<file path="src/rtl/core/tces_pkg.sv">
// Shared types and constants for the timed control-voltage event scheduler.
// No dependencies.
`default_nettype none

package tces_pkg;

    localparam int QUEUE_DEPTH = 64;
    localparam int IDX_W       = $clog2(QUEUE_DEPTH);
    localparam int CNT_W       = $clog2(QUEUE_DEPTH + 1);
    localparam int TIME_W      = 32;
    localparam int VAL_W       = 32;
    localparam int ENT_W       = TIME_W + VAL_W;

    localparam logic REQ_PUSH = 1'b0;
    localparam logic REQ_TICK = 1'b1;

    typedef struct packed {
        logic                    req_type;
        logic [TIME_W-1:0]       event_time;
        logic signed [VAL_W-1:0] event_value;
    } req_t;

    typedef struct packed {
        logic signed [VAL_W-1:0] cv_value;
        logic                    is_frame;
        logic                    dropped;
    } res_t;

    typedef struct packed {
        logic [TIME_W-1:0] ev_time;
        logic [VAL_W-1:0]  ev_value;
    } entry_t;

endpackage

`default_nettype wire

</file>
<file path="src/rtl/core/tces_front.sv">
// Front end: accepts request transfers into a two-entry queue for the engine.
// Depends on tces_pkg.
`default_nettype none

module tces_front import tces_pkg::*; (
    input  wire logic aclk,
    input  wire logic aresetn,
    input  wire logic s_valid,
    output logic      s_ready,
    input  wire req_t s_data,
    output logic      q_valid,
    input  wire logic q_ready,
    output req_t      q_data
);

    req_t       slot_reg [2];
    logic       rd_ptr_reg, wr_ptr_reg;
    logic [1:0] cnt_reg;
    logic       push, pop;

    assign s_ready = (cnt_reg != 2'd2);
    assign q_valid = (cnt_reg != 2'd0);
    assign q_data  = slot_reg[rd_ptr_reg];
    assign push    = s_valid && s_ready;
    assign pop     = q_valid && q_ready;

    always_ff @(posedge aclk) begin
        if (push) begin
            slot_reg[wr_ptr_reg] <= s_data;
        end
        if (!aresetn) begin
            rd_ptr_reg <= 1'b0;
            wr_ptr_reg <= 1'b0;
            cnt_reg    <= 2'd0;
        end else begin
            if (push) wr_ptr_reg <= ~wr_ptr_reg;
            if (pop)  rd_ptr_reg <= ~rd_ptr_reg;
            cnt_reg <= cnt_reg + {1'b0, push} - {1'b0, pop};
        end
    end

endmodule

`default_nettype wire

</file>
<file path="config.mk">
export PLATFORM = sky130hd
export DESIGN_NAME = tces_front
export DESIGN_NICKNAME = d
export VERILOG_FILES = /design/src/rtl/core/tces_pkg.sv /design/src/rtl/core/tces_front.sv
export SDC_FILE = /design/constraint.sdc
export NUM_CORES = 1
export LEC_CHECK = 0
export ABC_AREA = 1
export BUFFER_PORTS_ARGS = -buffer_cell sky130_fd_sc_hd__buf_2
export CAP_MARGIN = 0
export CORE_AREA = 3 3 109 111
export DETAILED_ROUTE_END_ITERATION = 16
export DIE_AREA = 0 0 112 114
export GPL_ROUTABILITY_DRIVEN = 0
export PLACE_DENSITY = 0.74
export RECOVER_POWER = 50
export SETUP_SLACK_MARGIN = 0.02
export SYNTH_ARGS = -nofsm -noshare
export SYNTH_HDL_FRONTEND = slang
export SYNTH_SLANG_ARGS = --single-unit
</file>
<file path="constraint.sdc">
create_clock -name aclk -period 3.4 [get_ports aclk]
set_input_delay 0.34 -clock aclk [delete_from_list [all_inputs] [get_ports aclk]]
set_output_delay 0.34 -clock aclk [all_outputs]
set_load 0.01 [all_outputs]
</file>
Word-level counts from Yosys, hierarchy flattened
Memory sizes are Yosys's and may differ from the RTL's. A register that Yosys moved wholly into a read port is not among the register bits.
Index checks and enable logic that the tools add are counted.
{ "word_totals": {"memories": 1, "ff_bits": 4, "out_inout_bits": 67, "mem_bits_rw": 130} }
{ "op_classes": {"reduce_logical": 3, "addsub": 2, "bitwise_logic": 2, "muxes": 4, "n_eq_ne": 1} }
{ "mem_list": {"columns": ["name", "depth", "width", "read_ports", "rd_clocked_by_memory_dff", "wr", "line", "text"], "rows": [
  ["slot_reg", 2, 65, 1, 1, 1, "tces_front.sv:16", "req_t slot_reg [2];"]
]} }
{ "op_table": {"columns": ["op", "count"], "rows": [
  ["$mux 1", 4],
  ["$add 2x1->2", 1],
  ["$logic_and 1x1->1", 2],
  ["$ne 2x2->1 const B", 1],
  ["$not 1->1", 2],
  ["$reduce_bool 2->1", 1],
  ["$sub 2x1->2", 1]
]} }

Longest topological paths before layout
{ "depth": {"word_depth": 4, "depth_mapped": 11} }

Least setup slack after synthesis
Ideal clock, no wire load.
{ "synth_path": {"kind": "register to register", "from": "register cnt_reg[0]", "to": "memory slot_reg[0][0] in the netlist's numbering, enable pin", "path_stages_with_launch": 5, "t_required_ns": 2.912, "arrival_ns": 3.342, "n_path_buf": 0, "setup_ns": 0.488, "slack_ns": -0.430, "path_cell_list": "dfxtp_1 -> inv_1 -> nand2_1 -> nand2_1 -> nor2_1"} }
{ "synth_via": {"elab_chain_len": 4} }
{ "synth_lines": {"columns": ["item", "line", "text"], "rows": [
  ["start, declared", "tces_front.sv:18", "logic [1:0] cnt_reg;"],
  ["start signal, assigned", "tces_front.sv:38", "cnt_reg <= cnt_reg + {1'b0, push} - {1'b0, pop};"],
  ["$ne 2x2->1", "tces_front.sv:21", "assign s_ready = (cnt_reg != 2'd2);"],
  ["via s_ready", "tces_front.sv:9", "output logic s_ready,"],
  ["$logic_and 1x1->1", "tces_front.sv:24", "assign push = s_valid && s_ready;"],
  ["$mux 1", "tces_front.sv:28", "if (push) begin"],
  ["$mux 1 (implied by the code)", "tces_front.sv:29", "slot_reg[wr_ptr_reg] <= s_data;"],
  ["end, declared", "tces_front.sv:16", null]
]} }
The timed path passes the listed nets, and every way through them passes these cells.

Worst setup path after layout
{ "layout_path": {"from": "register cnt_reg[0]", "to": "memory slot_reg[0][28] in the netlist's numbering, enable pin"} }
{ "layout_via": {"elab_chain_len": 4} }
{ "layout_lines": {"columns": ["item", "line"], "rows": [
  ["$ne 2x2->1", "tces_front.sv:21"],
  ["$logic_and 1x1->1", "tces_front.sv:24"],
  ["$mux 1", "tces_front.sv:28"],
  ["$mux 1 (implied by the code)", "tces_front.sv:29"]
]} }
Every way passes these cells.

==> flow_summary.json <==
{
  "synth_common_cells": "edfxtp_1, mux2_4, mux2_2",
  "coreArea_um2": 10900,
  "grt_overflow": 0,
  "clkSinkCount": 135,
  "yosysMostFrequentCell": "edfxtp_1",
  "power_mw": 5.07,
  "p_int_mw": 3.79,
  "synthFlopType": "edfxtp_1",
  "required_ns": 3.49,
  "synth_fp_nets": 309,
  "area_delta_synth_final_pct": 31.2,
  "boundaryPins": 136,
  "ys_async_sr_fraction": 0,
  "h-tree-depth": 4,
  "syn_area_per_cell_um2": 21.6,
  "syn_area_um2": 5140,
  "wirelength_mm": 9.05,
  "fill_cells": 813,
  "fin_skew_ns": 0.00764,
  "end_kind": "register",
  "startpoint": "cnt_reg[0]",
  "min_from": "s_data[54]",
  "violations": "capacitance limit, slew limit",
  "synth_edf_count": 130,
  "layout_setup_ws_ns": 0.704,
  "die_area_um2": 12800,
  "wl_per_cell_um": 15.9,
  "hold_path.class": "primary input to register",
  "leakage_nw": 2.59,
  "track_usage": 0.145,
  "clkPwrFrac": 0.337,
  "worstSetupPathType": "register to register",
  "r2r-start": "cnt_reg[0]",
  "start_kind": "register",
  "setup_violations": 0,
  "slew-limit-headroom": -0.141,
  "instances_no_fill": 569,
  "finalInstanceArea_um2": 6740,
  "hold_viol": 0,
  "max_freq_mhz": 371,
  "grt_max_degree": 41,
  "holdWs_ns": 0.0286,
  "drv_cap": 1,
  "largest_register_ffs": 130,
  "antenna_cells": 0,
  "rsz0062_at_grt": "false",
  "status": "finished with violations",
  "fin_util": 0.619,
  "drtIter0Drc": 123,
  "synth_top_area_frac": 0.760,
  "synthCells": 238,
  "cts_tree": "done",
  "antenna_found_initial": 0,
  "root_buffer": "clkbuf_8",
  "clkLatencyLatePin_ns": 0.50,
  "switchingPower_mw": 1.28,
  "dp.cells": 511,
  "min_period_over_period": 0.793,
  "drcViolationCount": 0,
  "synth_cell_types": 12,
  "first_pass_iters": 4,
  "switching_share": 0.253,
  "seq_power_share": 0.443,
  "cts.clk_slew.worst_paths_ns": 0.06,
  "pre_cts_ws_ns": 1.35,
  "dieHeight_um": 114,
  "yosys-top-cells-area": "edfxtp_1, mux2_4, mux2_2",
  "period_needed_ns": 2.70,
  "rows": 38,
  "grt_pass1_wl_mm": 14.0,
  "synth-seq-area-share": 0.780,
  "ant_nets": 0,
  "ir_worst_vdd_mv": 0.446,
  "final_nets": 487,
  "p_per_area_nw_per_um2": 753,
  "worst_pin_slew_ns": 1.71,
  "grt_pass1_vias": 2825,
  "pwr-share-comb": 0.220,
  "cts_buffer_depth": 2,
  "dpl-instance-area_um2": 5980,
  "ys_warn_count": 0,
  "postCtsSetupBuffers": 0,
  "initial_utilization": 0.472,
  "tns_ns": 0,
  "worstPathArrival_ns": 2.79,
  "hpwl_mm": 5.97,
  "slew_violations": 32,
  "vias": 2734,
  "cts_buffers": 17,
  "avgViaCountPerCell": 4.80,
  "port_buffers": 135,
  "die_x_um": 112,
  "drive_gt1_frac": 0.445,
  "crit_fanout": 31,
  "synth_top_area_cell": "edfxtp_1",
  "ys_ff_latch": 135
}
-- final cells by class --
| type | instances | area, um^2 | area share |
|---|---|---|---|
| Clock inverter | 9 | 100 | 0.0149 |
| Sequential cell | 135 | 4010 | 0.595 |
| Multi-Input combinational cell | 89 | 1030 | 0.153 |
| Inverter | 7 | 26.3 | 0.00390 |
| Tap cell | 140 | 175 | 0.0260 |
| Clock buffer | 23 | 467 | 0.0693 |
| Timing Repair Buffer | 166 | 928 | 0.138 |
-- worst paths after layout --
| check | to | slack (ns) | cells past startpoint |
|---|---|---|---|
| worst max register to register | slot_reg[0][28] | 0.70 | 5 |
| worst max-delay path | slot_reg[0][28] | 0.70 | 5 |
| worst min register to register | register | 0.52 | 2 |
| worst min-delay path | slot_reg[1][54] | 0.03 | 1 |
-- timing repair --
action | in CTS | in global routing
hold buffers | 0 | 26
setup endpoints to repair | 0 | 0
gates resized for setup | 0 | 0
hold endpoints to repair | 0 | 47
-- cells by family after synthesis --
group	after synthesis	share of synthesized area
mux	65	0.179
buf+inv	14	0.0192
fa+ha+maj	2	0.00487
flops	135	0.780
simple gates	20	0.0153
compound gates	2	0.00195
-- cells in the final DEF, fill, tap and decap left out, types with 3 or more instances in the layout --
cell type	instances
buf_2	91
buf_4	3
clkbuf_1	47
clkbuf_16	16
clkbuf_8	4
clkinv_2	5
dfxtp_1	4
dlygate4sd3_1	26
edfxtp_1	130
inv_1	7
mux2_2	15
mux2_4	50
nand2_1	9
nand3_1	3
nor2_1	8
-- worst max-delay path: stages (launching register included) --
cell and delay, ns:
dfxtp_1 0.37, inv_1 0.08, nand2_1 0.13, nand2_1 0.10, nor2_1 0.31, clkbuf_1 1.28
-- routing by layer --
metal	vias to the layer above	GRT usage	share of wire
met4	0	0.0513	0.012
li1	1279	-	-
met2	93	0.241	0.53
met1	1350	0.171	0.39
met3	12	0.0589	0.069
met5	-	0	0
-- power groups by stage --
stage / Combinational [mW] / Sequential, mW / Clock (mW)
6_report: 1.12 / 2.25 / 1.71
5_1_grt: 1.21 / 2.28 / 1.84
4_1_cts: 1.13 / 2.25 / 1.75
3_5_place_dp: 1.12 / 2.28 / 0
3_3_place_gp: 1.10 / 2.26 / 0
2_1_floorplan: 0.816 / 2.20 / 0
No activity file was read; power rests on OpenSTA's default activity.
